`config.mk`:
```
export PLATFORM = sky130hd
export DESIGN_NAME = positional_list_engine
export DESIGN_NICKNAME = d
export VERILOG_FILES = /design/src/sv/ple_pkg.sv /design/src/sv/ple_datapath.sv /design/src/sv/ple_controller.sv /design/src/sv/positional_list_engine.sv
export SDC_FILE = /design/constraint.sdc
export NUM_CORES = 1
export LEC_CHECK = 0
export BUFFER_PORTS_ARGS = -buffer_cell sky130_fd_sc_hd__buf_2
export CAP_MARGIN = 20
export CORE_ASPECT_RATIO = 1.2
export CORE_MARGIN = 8
export CORE_UTILIZATION = 60
export CTS_CLUSTER_DIAMETER = 40
export DETAILED_ROUTE_END_ITERATION = 8
export GPL_ROUTABILITY_DRIVEN = 1
export PLACE_DENSITY = 0.78
export SLEW_MARGIN = 20
export SYNTH_ARGS = -nofsm -noshare
export SYNTH_HDL_FRONTEND = slang
export SYNTH_SLANG_ARGS = --single-unit
```
`constraint.sdc`:
```
create_clock -name clk -period 7.18 [get_ports clk]
set_input_delay 0 -clock clk [delete_from_list [all_inputs] [get_ports clk]]
set_output_delay 0 -clock clk [all_outputs]
set_load 0.005 [all_outputs]
```
`src/sv/ple_pkg.sv`:
```
// Shared constants, codes and control types for the positional list engine.
`timescale 1ns / 1ps

package ple_pkg;

    localparam int CAPACITY_DEF = 16;

    // Input mode codes
    localparam logic [1:0] MODE_INSERT = 2'd0;
    localparam logic [1:0] MODE_REMOVE = 2'd1;
    localparam logic [1:0] MODE_DUMP   = 2'd2;
    localparam logic [1:0] MODE_UNUSED = 2'd3;

    // Result status codes
    localparam logic [2:0] ST_OK       = 3'd0;
    localparam logic [2:0] ST_BADPOS   = 3'd1;
    localparam logic [2:0] ST_EMPTY    = 3'd2;
    localparam logic [2:0] ST_NOTFOUND = 3'd3;
    localparam logic [2:0] ST_FULL     = 3'd4;

    // Datapath operation codes, one per cycle
    localparam logic [3:0] OP_NOP       = 4'd0;
    localparam logic [3:0] OP_LOAD      = 4'd1;
    localparam logic [3:0] OP_INS_PRIME = 4'd2;
    localparam logic [3:0] OP_INS_SHIFT = 4'd3;
    localparam logic [3:0] OP_INS_PUT   = 4'd4;
    localparam logic [3:0] OP_RM_PRIME  = 4'd5;
    localparam logic [3:0] OP_RM_SEARCH = 4'd6;
    localparam logic [3:0] OP_RM_SHIFT  = 4'd7;
    localparam logic [3:0] OP_RM_DROP   = 4'd8;
    localparam logic [3:0] OP_HEAD_RD   = 4'd9;
    localparam logic [3:0] OP_TAIL_RD   = 4'd10;
    localparam logic [3:0] OP_TAIL_CAP  = 4'd11;
    localparam logic [3:0] OP_RES_OUT   = 4'd12;
    localparam logic [3:0] OP_DUMP_RD   = 4'd13;
    localparam logic [3:0] OP_DUMP_OUT  = 4'd14;

    typedef struct packed {
        logic [3:0] op;
        logic [2:0] res_status;
    } ple_cmd_t;

    typedef struct packed {
        logic [1:0] mode;
        logic       pos_bad;
        logic       full;
        logic       empty;
        logic       ins_shift;
        logic       ins_more;
        logic       match;
        logic       at_tail;
        logic       shift_more;
        logic       out_free;
    } ple_sts_t;

endpackage

```
`src/sv/ple_datapath.sv`:
```
// Datapath: entry memory, count, walk index, head/tail values and result register.
`timescale 1ns / 1ps

module ple_datapath
    import ple_pkg::*;
#(
    parameter int CAPACITY = CAPACITY_DEF
) (
    input  logic               clk,
    input  logic               rst_n,
    input  ple_cmd_t           cmd,
    output ple_sts_t           sts,
    input  logic [1:0]         mode,
    input  logic signed [31:0] value,
    input  logic [7:0]         position,
    input  logic               out_stall,
    output logic               out_valid,
    output logic [2:0]         status,
    output logic [4:0]         entry_position,
    output logic signed [31:0] entry_value,
    output logic signed [31:0] first_value,
    output logic signed [31:0] last_value,
    output logic [4:0]         entry_count,
    output logic               is_last
);

    localparam int AW = (CAPACITY > 1) ? $clog2(CAPACITY) : 1;
    localparam int CW = $clog2(CAPACITY + 1);
    localparam int PW = ((CW > 8) ? CW : 8) + 1;

    logic [31:0] mem [CAPACITY];

    logic [CW-1:0] count_reg, count_next;
    logic [CW-1:0] ix_reg, ix_next;
    logic [1:0]    mode_reg;
    logic [31:0]   val_reg;
    logic [7:0]    pos_reg;
    logic [31:0]   rdata_reg;
    logic [31:0]   first_reg, first_next;
    logic [31:0]   last_reg, last_next;

    logic          ov_reg, ov_next;
    logic [2:0]    ost_reg;
    logic [4:0]    opos_reg;
    logic [31:0]   oval_reg;
    logic [31:0]   ofirst_reg;
    logic [31:0]   olast_reg;
    logic [4:0]    ocnt_reg;
    logic          olast_flag_reg;

    logic          rd_en, wr_en;
    logic [AW-1:0] rd_addr, wr_addr;
    logic [31:0]   wr_data;

    logic [CW-1:0] cnt_m1, ix_m1, ix_m2, ix_p1, ix_p2;
    logic [PW-1:0] pos_w, pos_m1, cnt_w;

    assign cnt_m1 = count_reg - CW'(1);
    assign ix_m1  = ix_reg - CW'(1);
    assign ix_m2  = ix_reg - CW'(2);
    assign ix_p1  = ix_reg + CW'(1);
    assign ix_p2  = ix_reg + CW'(2);
    assign pos_w  = PW'(pos_reg);
    assign pos_m1 = pos_w - PW'(1);
    assign cnt_w  = PW'(count_reg);

    // status back to the controller
    assign sts.mode       = mode_reg;
    assign sts.pos_bad    = (pos_reg == 8'd0) || (pos_w > cnt_w + PW'(1));
    assign sts.full       = (count_reg == CW'(CAPACITY));
    assign sts.empty      = (count_reg == '0);
    assign sts.ins_shift  = (pos_w <= cnt_w);
    assign sts.ins_more   = (PW'(ix_reg) > pos_w);
    assign sts.match      = (rdata_reg == val_reg);
    assign sts.at_tail    = (ix_p1 == count_reg);
    assign sts.shift_more = (ix_p2 < count_reg);
    assign sts.out_free   = !ov_reg || !out_stall;

    // memory port control
    always_comb
    begin
        rd_en   = 1'b0;
        rd_addr = '0;
        wr_en   = 1'b0;
        wr_addr = '0;
        wr_data = rdata_reg;
        unique case (cmd.op)
            OP_INS_PRIME:
            begin
                rd_en   = 1'b1;
                rd_addr = cnt_m1[AW-1:0];
            end
            OP_INS_SHIFT:
            begin
                wr_en   = 1'b1;
                wr_addr = ix_reg[AW-1:0];
                rd_en   = sts.ins_more;
                rd_addr = ix_m2[AW-1:0];
            end
            OP_INS_PUT:
            begin
                wr_en   = 1'b1;
                wr_addr = pos_m1[AW-1:0];
                wr_data = val_reg;
            end
            OP_RM_PRIME:
            begin
                rd_en   = 1'b1;
            end
            OP_RM_SEARCH:
            begin
                rd_en   = !sts.at_tail;
                rd_addr = ix_p1[AW-1:0];
            end
            OP_RM_SHIFT:
            begin
                wr_en   = 1'b1;
                wr_addr = ix_reg[AW-1:0];
                rd_en   = sts.shift_more;
                rd_addr = ix_p2[AW-1:0];
            end
            OP_HEAD_RD:
            begin
                rd_en   = !sts.empty;
            end
            OP_TAIL_RD:
            begin
                rd_en   = !sts.empty;
                rd_addr = cnt_m1[AW-1:0];
            end
            OP_DUMP_RD:
            begin
                rd_en   = 1'b1;
                rd_addr = ix_reg[AW-1:0];
            end
            default:
            begin
            end
        endcase
    end

    always_ff @(posedge clk)
    begin
        if (wr_en)
        begin
            mem[wr_addr] <= wr_data;
        end
        if (rd_en)
        begin
            rdata_reg <= mem[rd_addr];
        end
    end

    // index, count, head and tail
    always_comb
    begin
        ix_next    = ix_reg;
        count_next = count_reg;
        first_next = first_reg;
        last_next  = last_reg;
        unique case (cmd.op)
            OP_LOAD:      ix_next = '0;
            OP_INS_PRIME: ix_next = count_reg;
            OP_INS_SHIFT: ix_next = ix_m1;
            OP_INS_PUT:   count_next = count_reg + CW'(1);
            OP_RM_SEARCH: ix_next = sts.match ? ix_reg : ix_p1;
            OP_RM_SHIFT:  ix_next = ix_p1;
            OP_RM_DROP:   count_next = cnt_m1;
            OP_TAIL_RD:   first_next = sts.empty ? 32'd0 : rdata_reg;
            OP_TAIL_CAP:  last_next = sts.empty ? 32'd0 : rdata_reg;
            OP_DUMP_OUT:  ix_next = ix_p1;
            default:
            begin
            end
        endcase
    end

    always_ff @(posedge clk or negedge rst_n)
    begin
        if (!rst_n)
        begin
            count_reg <= '0;
            ix_reg    <= '0;
            first_reg <= '0;
            last_reg  <= '0;
            ov_reg    <= 1'b0;
        end
        else
        begin
            count_reg <= count_next;
            ix_reg    <= ix_next;
            first_reg <= first_next;
            last_reg  <= last_next;
            ov_reg    <= ov_next;
        end
    end

    // item latch
    always_ff @(posedge clk)
    begin
        if (cmd.op == OP_LOAD)
        begin
            mode_reg <= mode;
            val_reg  <= value;
            pos_reg  <= position;
        end
    end

    // result register
    always_comb
    begin
        ov_next = ov_reg && out_stall;
        if (cmd.op == OP_RES_OUT || cmd.op == OP_DUMP_OUT)
        begin
            ov_next = 1'b1;
        end
    end

    always_ff @(posedge clk)
    begin
        if (cmd.op == OP_RES_OUT)
        begin
            ost_reg        <= cmd.res_status;
            opos_reg       <= '0;
            oval_reg       <= '0;
            olast_flag_reg <= 1'b1;
        end
        else if (cmd.op == OP_DUMP_OUT)
        begin
            ost_reg        <= ST_OK;
            opos_reg       <= 5'(ix_p1);
            oval_reg       <= rdata_reg;
            olast_flag_reg <= sts.at_tail;
        end
        if (cmd.op == OP_RES_OUT || cmd.op == OP_DUMP_OUT)
        begin
            ofirst_reg <= first_reg;
            olast_reg  <= last_reg;
            ocnt_reg   <= 5'(count_reg);
        end
    end

    assign out_valid      = ov_reg;
    assign status         = ost_reg;
    assign entry_position = opos_reg;
    assign entry_value    = oval_reg;
    assign first_value    = ofirst_reg;
    assign last_value     = olast_reg;
    assign entry_count    = ocnt_reg;
    assign is_last        = olast_flag_reg;

endmodule

```
`src/sv/ple_controller.sv`:
```
// Controller: sequences insert, remove and dump over the datapath.
`timescale 1ns / 1ps

module ple_controller
    import ple_pkg::*;
(
    input  logic     clk,
    input  logic     rst_n,
    input  logic     in_valid,
    output logic     in_stall,
    input  ple_sts_t sts,
    output ple_cmd_t cmd
);

    localparam logic [3:0] S_IDLE      = 4'd0;
    localparam logic [3:0] S_DECIDE    = 4'd1;
    localparam logic [3:0] S_INS_PRIME = 4'd2;
    localparam logic [3:0] S_INS_SHIFT = 4'd3;
    localparam logic [3:0] S_INS_PUT   = 4'd4;
    localparam logic [3:0] S_RM_PRIME  = 4'd5;
    localparam logic [3:0] S_RM_SEARCH = 4'd6;
    localparam logic [3:0] S_RM_SHIFT  = 4'd7;
    localparam logic [3:0] S_RM_DROP   = 4'd8;
    localparam logic [3:0] S_HEAD      = 4'd9;
    localparam logic [3:0] S_TAIL      = 4'd10;
    localparam logic [3:0] S_TAIL_CAP  = 4'd11;
    localparam logic [3:0] S_RESULT    = 4'd12;
    localparam logic [3:0] S_DUMP_RD   = 4'd13;
    localparam logic [3:0] S_DUMP_OUT  = 4'd14;

    logic [3:0] state_reg, state_next;
    logic [2:0] res_reg, res_next;
    logic [3:0] op;

    assign in_stall       = (state_reg != S_IDLE);
    assign cmd.op         = op;
    assign cmd.res_status = res_reg;

    always_comb
    begin
        state_next = state_reg;
        res_next   = res_reg;
        op         = OP_NOP;
        unique case (state_reg)
            S_IDLE:
            begin
                if (in_valid)
                begin
                    op         = OP_LOAD;
                    state_next = S_DECIDE;
                end
            end
            S_DECIDE:
            begin
                res_next = ST_OK;
                priority if (sts.mode == MODE_INSERT)
                begin
                    priority if (sts.pos_bad)
                    begin
                        res_next   = ST_BADPOS;
                        state_next = S_RESULT;
                    end
                    else if (sts.full)
                    begin
                        res_next   = ST_FULL;
                        state_next = S_RESULT;
                    end
                    else if (sts.ins_shift)
                    begin
                        state_next = S_INS_PRIME;
                    end
                    else
                    begin
                        state_next = S_INS_PUT;
                    end
                end
                else if (sts.mode == MODE_REMOVE)
                begin
                    if (sts.empty)
                    begin
                        res_next   = ST_EMPTY;
                        state_next = S_RESULT;
                    end
                    else
                    begin
                        state_next = S_RM_PRIME;
                    end
                end
                else if (sts.mode == MODE_DUMP)
                begin
                    if (sts.empty)
                    begin
                        res_next   = ST_EMPTY;
                        state_next = S_RESULT;
                    end
                    else
                    begin
                        state_next = S_DUMP_RD;
                    end
                end
                else
                begin
                    state_next = S_IDLE;
                end
            end
            S_INS_PRIME:
            begin
                op         = OP_INS_PRIME;
                state_next = S_INS_SHIFT;
            end
            S_INS_SHIFT:
            begin
                op = OP_INS_SHIFT;
                if (!sts.ins_more)
                begin
                    state_next = S_INS_PUT;
                end
            end
            S_INS_PUT:
            begin
                op         = OP_INS_PUT;
                state_next = S_HEAD;
            end
            S_RM_PRIME:
            begin
                op         = OP_RM_PRIME;
                state_next = S_RM_SEARCH;
            end
            S_RM_SEARCH:
            begin
                op = OP_RM_SEARCH;
                priority if (sts.match && !sts.at_tail)
                begin
                    state_next = S_RM_SHIFT;
                end
                else if (sts.match)
                begin
                    state_next = S_RM_DROP;
                end
                else if (sts.at_tail)
                begin
                    res_next   = ST_NOTFOUND;
                    state_next = S_RESULT;
                end
                else
                begin
                    state_next = S_RM_SEARCH;
                end
            end
            S_RM_SHIFT:
            begin
                op = OP_RM_SHIFT;
                if (!sts.shift_more)
                begin
                    state_next = S_RM_DROP;
                end
            end
            S_RM_DROP:
            begin
                op         = OP_RM_DROP;
                state_next = S_HEAD;
            end
            S_HEAD:
            begin
                op         = OP_HEAD_RD;
                state_next = S_TAIL;
            end
            S_TAIL:
            begin
                op         = OP_TAIL_RD;
                state_next = S_TAIL_CAP;
            end
            S_TAIL_CAP:
            begin
                op         = OP_TAIL_CAP;
                state_next = S_RESULT;
            end
            S_RESULT:
            begin
                if (sts.out_free)
                begin
                    op         = OP_RES_OUT;
                    state_next = S_IDLE;
                end
            end
            S_DUMP_RD:
            begin
                op         = OP_DUMP_RD;
                state_next = S_DUMP_OUT;
            end
            S_DUMP_OUT:
            begin
                if (sts.out_free)
                begin
                    op         = OP_DUMP_OUT;
                    state_next = sts.at_tail ? S_IDLE : S_DUMP_RD;
                end
            end
            default:
            begin
                state_next = S_IDLE;
            end
        endcase
    end

    always_ff @(posedge clk or negedge rst_n)
    begin
        if (!rst_n)
        begin
            state_reg <= S_IDLE;
            res_reg   <= ST_OK;
        end
        else
        begin
            state_reg <= state_next;
            res_reg   <= res_next;
        end
    end

endmodule

```
`src/sv/positional_list_engine.sv`:
```
// Top level of the positional list engine: controller plus datapath.
`timescale 1ns / 1ps

// Ordered store of up to CAPACITY signed 32-bit values, packed in list order.
// Input channel (in_valid/in_stall): one beat per command, mode/value/position.
//   mode 0 inserts value at 1-based position, 1 removes first equal value,
//   2 dumps every entry, 3 is dropped with no result.
// Output channel (out_valid/out_stall): insert and remove give one beat with
//   status, count and head/tail values; a dump gives one beat per entry, or a
//   single empty-status beat, with is_last on the final beat.
// Steps (n = entries held, p = position):
//   insert : move entries p..n back one place, write the value, read head
//            and tail; appending at p = n + 1 moves none
//   remove : search from the head, move later entries forward, drop the
//            tail, read head and tail; not found ends at the tail
//   dump   : read, then load each entry; errors go straight to the result
// One command is in flight at a time; in_stall is low only when idle, but a
// finished result may still sit in the output register while the next beat
// is taken. When the receiver stalls, the output beat holds and the engine
// waits before loading the next one. Reset clears the count and the output
// valid; memory contents are not cleared and need no clearing pass.
module positional_list_engine
    import ple_pkg::*;
#(
    parameter int CAPACITY = CAPACITY_DEF
) (
    input  logic               clk,
    input  logic               rst_n,
    input  logic               in_valid,
    output logic               in_stall,
    input  logic [1:0]         mode,
    input  logic signed [31:0] value,
    input  logic [7:0]         position,
    output logic               out_valid,
    input  logic               out_stall,
    output logic [2:0]         status,
    output logic [4:0]         entry_position,
    output logic signed [31:0] entry_value,
    output logic signed [31:0] first_value,
    output logic signed [31:0] last_value,
    output logic [4:0]         entry_count,
    output logic               is_last
);

    ple_cmd_t cmd;
    ple_sts_t sts;

    // sequencing of each command
    ple_controller u_ctrl (
        .clk      (clk),
        .rst_n    (rst_n),
        .in_valid (in_valid),
        .in_stall (in_stall),
        .sts      (sts),
        .cmd      (cmd)
    );

    // storage, walk index and result register
    ple_datapath #(
        .CAPACITY (CAPACITY)
    ) u_dp (
        .clk            (clk),
        .rst_n          (rst_n),
        .cmd            (cmd),
        .sts            (sts),
        .mode           (mode),
        .value          (value),
        .position       (position),
        .out_stall      (out_stall),
        .out_valid      (out_valid),
        .status         (status),
        .entry_position (entry_position),
        .entry_value    (entry_value),
        .first_value    (first_value),
        .last_value     (last_value),
        .entry_count    (entry_count),
        .is_last        (is_last)
    );

endmodule

```
==> results.py, run 1 <==
metrics = {
    "sta": {
        "worst_clock_skew_ns": 0.0267,
        "final_max_slew_viol_count": 0,
        "tightest_slew_ns": 1.12,
        "rsz0062_at_grt": "false",
        "layout_min_cycle_time_ns": 4.08,
        "fmax_mhz": 245,
        "slew_headroom_pct": 25.4,
        "fin_crit_sh_pct": 56.8,
        "setup_tns_ns": 0,
        "finalHoldViolCount": 0,
        "setup_viol": 0,
    },
    "synthesis": {
        "async_flop_share_pct": 10.5,
        "ys_dominant_reg_cell": "edfxtp_1",
        "netlist_area_um2": 31400,
        "ys_seq_area_share_pct": 72.0,
        "yosys_warnings": 0,
        "synth_edf_count": 658,
        "ys_seq_elements": 778,
        "synth_cells": 2322,
        "synth.distinct_cells": 71,
        "syn_nets": 2400,
        "avgSynthCellArea_um2": 13.5,
    },
    "critical_path": {
        "crit_path_end_kind": "register",
        "critPathMaxFanout": 65,
        "r2r-end": "u_dp.rdata_reg[6]",
        "critPathBufInv": 2,
        "cp.arrival_ns": 4.53,
        "crit_family": "buffers and inverters",
        "max_stage_delay_ns": 0.94,
        "worstSetupPathDepth": 9,
        "crit_type": "reg2reg",
        "worstPathCellList": "and2b_4 > a2bb2oi_4 > buf_4 > and2_2 > buf_4 > nand2_1 > a31oi_1 > o22ai_1 > nor3_2",
        "startpoint_type": "register",
        "crit_path_frequent_cell": "buf_4",
        "reg2reg_slack_ns": 3.10,
        "r2r_start": "u_ctrl.state_reg[0]",
        "critPathRequiredTime_ns": 7.64,
        "rr_worst_depth": 9,
        "cpMaxStageDelayCell": "dfrtp_1",
    },
    "layout": {
        "regArea_um2": 22600,
        "fin_util_pct": 68.6,
        "syn2layout_area_growth_pct": 14.1,
        "final_cell_mix": "edfxtp_1, nand2_1, buf_2",
        "regMostFlops": "u_dp.mem",
        "multi_input_area_um2": 8200,
        "fillers": 3353,
        "final_nets": 2581,
        "layout_commonest_cell": "edfxtp_1",
        "largest_reg_flops": 512,
        "final_layout_size_suffix_gt1_share_pct": 16.4,
    },
    "global_route": {
        "antenna_found_initial": 1,
        "grt_pass1_vias": 20600,
        "grt_max_degree": 99,
        "gr-total-overflow": 0,
        "grt_usage_pct": 26.9,
        "grt_pass1_wl_um": 121000,
    },
    "die": {
        "initial_core_util_pct": 60.1,
        "die_w_um": 225,
        "boundaryPins": 158,
        "coreArea_um2": 52100,
        "die_h_um": 266,
        "die_area_um2": 59900,
        "rows": 92,
    },
    "status": {
        "status": "finished clean",
    },
    "drt": {
        "drcViolationCount": 0,
        "vias": 20500,
        "drtAntennaViolNets": 0,
        "wl_per_cell_um": 24.8,
        "viasPerCell": 6.26,
        "drtIter0Drc": 2495,
        "drtPass1Iterations": 5,
        "routed_wl_um": 81000,
    },
    "power_and_ir_drop": {
        "share_seq_of_total_power_pct": 43.1,
        "internal-power_mw": 10.5,
        "powerDensity_nw_per_um2": 464,
        "switching_power_mw": 6.10,
        "fin_total_pwr_mw": 16.6,
        "p_leak_nw": 13.0,
        "netSwitchingFraction_pct": 36.7,
        "combPwrFrac_pct": 33.3,
        "p_clk_share_pct": 23.6,
        "vdd_drop_max_mv": 0.341,
    },
    "clock_network": {
        "clock-root-buffer": "clkbuf_16",
        "htreeDepth": 3,
        "cts_tree": "done",
        "clock_sinks": 778,
        "numCtsBuffers": 76,
        "path_clk_slew_ns": 0.06,
        "clockBufferDepth": 3,
        "clock_latency_ns": 0.62,
    },
    "hold_path": {
        "min_path_type": "in2reg",
        "min_to": "u_dp.val_reg[7]",
        "hp-start": "value[7]",
        "hold_depth": 2,
    },
    "place": {
        "gp_congestion": 0.903,
        "io_buffer_count": 157,
        "dp.final_hpwl_um": 45900,
    },
    "run": {
        "maxCapViolCount": 0,
    },
}
worst register-to-register path, delay by kind of cell (launching register included):
| family | cells | cell delay, ns |
|---|---|---|
| AND/OR/NAND/NOR | 4 | 1.24 |
| flip-flops | 1 | 0.94 |
| buffers and inverters | 2 | 1.22 |
| AO/OA/AOI/OAI | 3 | 0.53 |
power groups by stage:
stage | sequential (mW) | clock (mW) | combinational, mW
6_report | 7.17 | 3.92 | 5.53
5_1_grt | 7.23 | 4.13 | 5.99
4_1_cts | 7.14 | 3.95 | 5.46
3_5_place_dp | 7.23 | 0 | 5.38
3_3_place_gp | 7.19 | 0 | 5.18
2_1_floorplan | 6.93 | 0 | 3.87
final cells by class:
| type | instances | share of cell area [%] |
|---|---|---|
| Clock buffer | 103 | 5.91 |
| Multi-Input combinational cell | 1382 | 22.9 |
| Tap cell | 705 | 2.47 |
| Antenna cell | 1 | 0.00699 |
| Sequential cell | 778 | 63.1 |
| Inverter | 22 | 0.231 |
| Clock inverter | 36 | 1.01 |
| Timing Repair Buffer | 243 | 4.36 |
cell usage after synthesis, drive strengths merged (3+ instances only):
cell type	instances	area [um2]
xor2	8	70.1
buf	87	512
mux4	32	721
a21oi	85	425
dfrtp	82	2050
nand4	15	93.8
a31oi	68	425
and3	66	413
o32ai	3	33.8
xnor2	46	403
o21a	3	22.5
a211oi	70	526
a21o	3	22.5
dfxtp	38	761
nor2	83	314
nor3	43	387
nor2b	5	31.3
a22oi	5	42.5
a22o	5	43.8
edfxtp	658	19800
nor4	5	31.3
inv	22	82.6
o21ai	90	458
ha	32	400
nand3	81	405
o22ai	37	238
nand2b	6	45.0
and2	5	31.3
clkbuf	53	199
nand2	554	2090
timing repair:
action	4_1_cts	5_1_grt
gates resized for setup	0	0
hold endpoints to repair	131	0
hold buffers	46	0
setup buffers	0	0
metal layers:
metal	global-route usage (%)	up-vias	routed length (um)
met5	0	-	0
met4	14.9	0	3880
met3	4.31	253	8200
met2	45.3	1294	40000
met1	33.1	9999	28900
li1	-	8932	-
cells by family (layout without fill, tap and decap cells):
group | after synthesis | count (layout) | share of synthesized area (%)
AOI/OAI and AO/OA | 387 | 387 | 7.70
buffers and inverters | 162 | 404 | 2.53
muxes | 33 | 33 | 2.33
adders and majority gates | 32 | 32 | 1.28
DFF | 778 | 778 | 72.0
other | 0 | 1 | 0
xor gates and xnor gates | 56 | 56 | 1.65
and+or+nand+nor | 874 | 874 | 12.5
how the worst max path moves through the flow:
stage	slack (ns)	from	endpoint
floorplan	0.91	u_ctrl.state_reg[0]	u_dp.entry_count[0]
global placement	3.27	u_ctrl.state_reg[3]	u_dp.rdata_reg[6]
detailed placement	3.21	u_ctrl.state_reg[0]	u_dp.rdata_reg[13]
CTS	3.16	u_ctrl.state_reg[0]	u_dp.rdata_reg[8]
global route	2.93	u_ctrl.state_reg[0]	u_dp.rdata_reg[13]
finish	3.10	u_ctrl.state_reg[0]	u_dp.rdata_reg[6]
stage by stage:
| step | hold WS [ns] | instance area (um2) | instances | setup WS [ns] |
|---|---|---|---|---|
| 3_5_place_dp | -0.127 | 32800 | 3084 | 3.21 |
| 6_report | 0.0931 | 35800 | 3270 | 3.10 |
| 5_1_grt | 0.104 | 35800 | 3270 | 2.93 |
| 3_3_place_gp | -0.130 | 32800 | 3083 | 3.27 |
| 4_1_cts | 0.0617 | 35800 | 3269 | 3.16 |
| 2_1_floorplan | -0.296 | 31400 | 2322 | 0.907 |
No activity file was read; power rests on OpenSTA's default activity.
==> run 2, diff against run 1 <==
ABC_AREA = 1   (was default)
CORE_UTILIZATION = 55   (was 60)
PLACE_DENSITY = 0.76   (was 0.78)
clock period = 3.38 ns   (was 7.18 ns; I/O delays follow)
==> run 2 against run 1 <==
  * Via count is 11% higher
  * Synthesized cell count rose by 26%
  * Maximum frequency is 32% higher
  * Power increased by 120%
  * Worst hold slack lost 0.090 ns
  * Clock skew rose by 0.0038 ns
  * Non-clock buffer count rose by 31
  * Core utilization is 3.9 points lower
  * Critical path depth is 1 higher
  * First-iteration DRC count grew 13%
  * Clock power is 130% higher
  * Register-to-register slack worse by 2.8 ns
  * Critical path type unchanged
  * Largest power group unchanged
==> results.py, run 2 <==
metrics = {
    "synthesis": {
        "yosys_warnings": 0,
        "synth_common_cells": "nand2_1, edfxtp_1, inv_1, nand3_1, o211ai_1",
        "yosysMostFrequentCell": "nand2_1",
        "synth_cells": 2919,
        "yosys.area.top_type": "edfxtp_1",
        "avgSynthCellArea_um2": 11.1,
        "synth_top_area_share_pct": 60.9,
        "synth_edf_count": 658,
        "ys_seq_area_share_pct": 69.6,
        "syn_nets": 2997,
        "ys_seq_elements": 778,
        "synth.distinct_cells": 42,
        "netlist_area_um2": 32400,
        "ys_dominant_reg_cell": "edfxtp_1",
        "async_flop_share_pct": 10.5,
        "synth_area_leaders": "edfxtp_1, nand2_1, dfrtp_1",
    },
    "die": {
        "rows": 97,
        "initial_core_util_pct": 55.5,
        "die_h_um": 282,
        "coreArea_um2": 58400,
        "die_area_um2": 67000,
        "die_w_um": 238,
        "boundaryPins": 158,
    },
    "critical_path": {
        "max_stage_delay_ns": 0.83,
        "startpoint_type": "register",
        "crit_path_end_kind": "register",
        "critPathMaxFanout": 19,
        "critPathLaunch": "u_ctrl.state_reg[0]",
        "cp.arrival_ns": 3.58,
        "r2r_start": "u_ctrl.state_reg[0]",
        "worstPathCellList": "inv_2 > nand2_1 > nor2_1 > inv_1 > nor2_1 > nor2_4 > inv_1 > buf_4 > nand3_1 > nand2_1",
        "crit_type": "reg2reg",
        "critPathRequiredTime_ns": 3.87,
        "cpMaxStageDelayCell": "inv_1",
    },
    "clock_network": {
        "cts_tree": "done",
        "clock_latency_ns": 0.64,
        "hold_buffers": 45,
        "clock_sinks": 778,
        "path_clk_slew_ns": 0.06,
        "cts_resized": 0,
        "htreeDepth": 3,
        "clock-root-buffer": "clkbuf_16",
        "numCtsBuffers": 80,
        "postCtsSetupRepairBufs": 0,
        "clockBufferDepth": 3,
    },
    "hold_path": {
        "min_path_type": "in2async",
    },
    "sta": {
        "final_max_slew_viol_count": 0,
        "setup_tns_ns": 0,
        "tightest_slew_ns": 1.16,
        "setup_ws_ns": 0.294,
        "setup_viol": 0,
        "slew_headroom_pct": 22.7,
        "finalHoldViolCount": 0,
        "fin_crit_sh_pct": 91.3,
        "worst_clock_skew_ns": 0.0305,
        "fmax_mhz": 324,
        "layout_min_cycle_time_ns": 3.09,
        "rsz0062_at_grt": "false",
    },
    "drt": {
        "drtAntennaViolNets": 0,
        "drtIter0Drc": 2813,
        "routed_wl_um": 84100,
        "drcViolationCount": 0,
        "viasPerCell": 5.69,
        "vias": 22700,
        "drtPass1Iterations": 6,
        "wl_per_cell_um": 21.1,
    },
    "place": {
        "post-place-ws_ns": 0.391,
        "dp.final_hpwl_um": 49600,
        "io_buffer_count": 157,
        "gp_congestion": 0.928,
    },
    "power_and_ir_drop": {
        "switching_power_mw": 13.4,
        "powerDensity_nw_per_um2": 950,
        "combPwrFrac_pct": 34.1,
        "fin_total_pwr_mw": 35.9,
        "netSwitchingFraction_pct": 37.5,
        "share_seq_of_total_power_pct": 41.3,
        "p_leak_nw": 15.1,
        "internal-power_mw": 22.4,
        "vdd_drop_max_mv": 0.673,
        "p_clk_share_pct": 24.6,
    },
    "global_route": {
        "grt_max_degree": 134,
        "grt_pass1_wl_um": 129000,
        "gr-total-overflow": 0,
        "antenna_found_initial": 1,
        "grt_usage_pct": 24.9,
        "grt_pass1_vias": 22400,
    },
    "layout": {
        "syn2layout_area_growth_pct": 16.4,
        "layout_commonest_cell": "nand2_1",
        "final_nets": 3213,
        "regMostFlops": "u_dp.mem",
        "fillers": 4131,
        "n_antenna_cell": 0,
        "final_cell_mix": "nand2_1, edfxtp_1, inv_1",
        "final_layout_size_suffix_gt1_share_pct": 12.5,
        "largest_reg_flops": 512,
    },
    "status": {
        "status": "finished clean",
    },
    "run": {
        "maxCapViolCount": 0,
    },
}
-- run 2: power groups by stage --
stage | sequential (mW) | combinational [mW] | clock, mW
2_1_floorplan | 14.6 | 7.78 | 0
3_3_place_gp | 14.9 | 11.5 | 0
3_5_place_dp | 14.9 | 12.0 | 0
4_1_cts | 14.7 | 12.1 | 8.95
5_1_grt | 14.9 | 13.4 | 9.27
6_report | 14.8 | 12.2 | 8.84
-- run 2: through the flow --
stage / std cells / util [%] / instance area (um2) / hold WS (ns)
after floorplan: 2919 / - / 32400 / -0.296
after detailed placement: 3800 / 59.3 / 34600 / 0.133
after CTS: 3995 / 64.7 / 37800 / 0.0118
final: 3995 / 64.7 / 37800 / 0.00328
after global routing: 3995 / 64.7 / 37800 / 0.0841
after global placement: 3800 / 59.3 / 34600 / 0.119
-- run 2: metal layers --
metal	routed length [um]	vias up	track usage, %
met5	10	-	0
met3	7790	208	4.36
met1	32000	10900	31.5
met4	2580	2	9.45
li1	-	10400	-
met2	41800	1231	42.7
-- run 2: cell families after synthesis --
group / after synthesis / synth area share (%)
XOR/XNOR: 22 / 0.594
AND/OR/NAND/NOR: 1274 / 16.3
buffers and inverters: 473 / 5.77
adder cells (fa/ha/maj): 32 / 1.23
flip-flops: 778 / 69.6
AO/OA/AOI/OAI: 340 / 6.46
-- run 2: final cells by class --
type	instances	area, um2	share of cell area [%]
clock buffers	95	2140	5.67
multi-input cells	1668	8200	21.7
well taps	792	991	2.62
flip-flops and latches	778	22600	59.8
inverters	333	1250	3.31
clock inverters	55	519	1.38
repair buffers	274	2080	5.51
-- run 2: path summary, 6_finish.rpt --
path	cells after the start	slack (ns)	end
max	10	0.29	u_dp.rdata_reg[30]
min	2	0.003	u_dp.out_valid
max reg2reg	10	0.29	u_dp.rdata_reg[30]
min reg2reg	0	0.45	u_dp.first_value[26]
max in group asynchronous	3	2.51	u_dp.first_reg[27]
min in group clk	2	0.08	u_dp.val_reg[27]
-- run 2: worst max-delay path, delay by kind of cell (launching register included) --
kind / cells / cell delay (ns)
buffers and inverters: 4 / 1.53
AND/OR/NAND/NOR: 6 / 0.93
flip-flops: 1 / 0.47
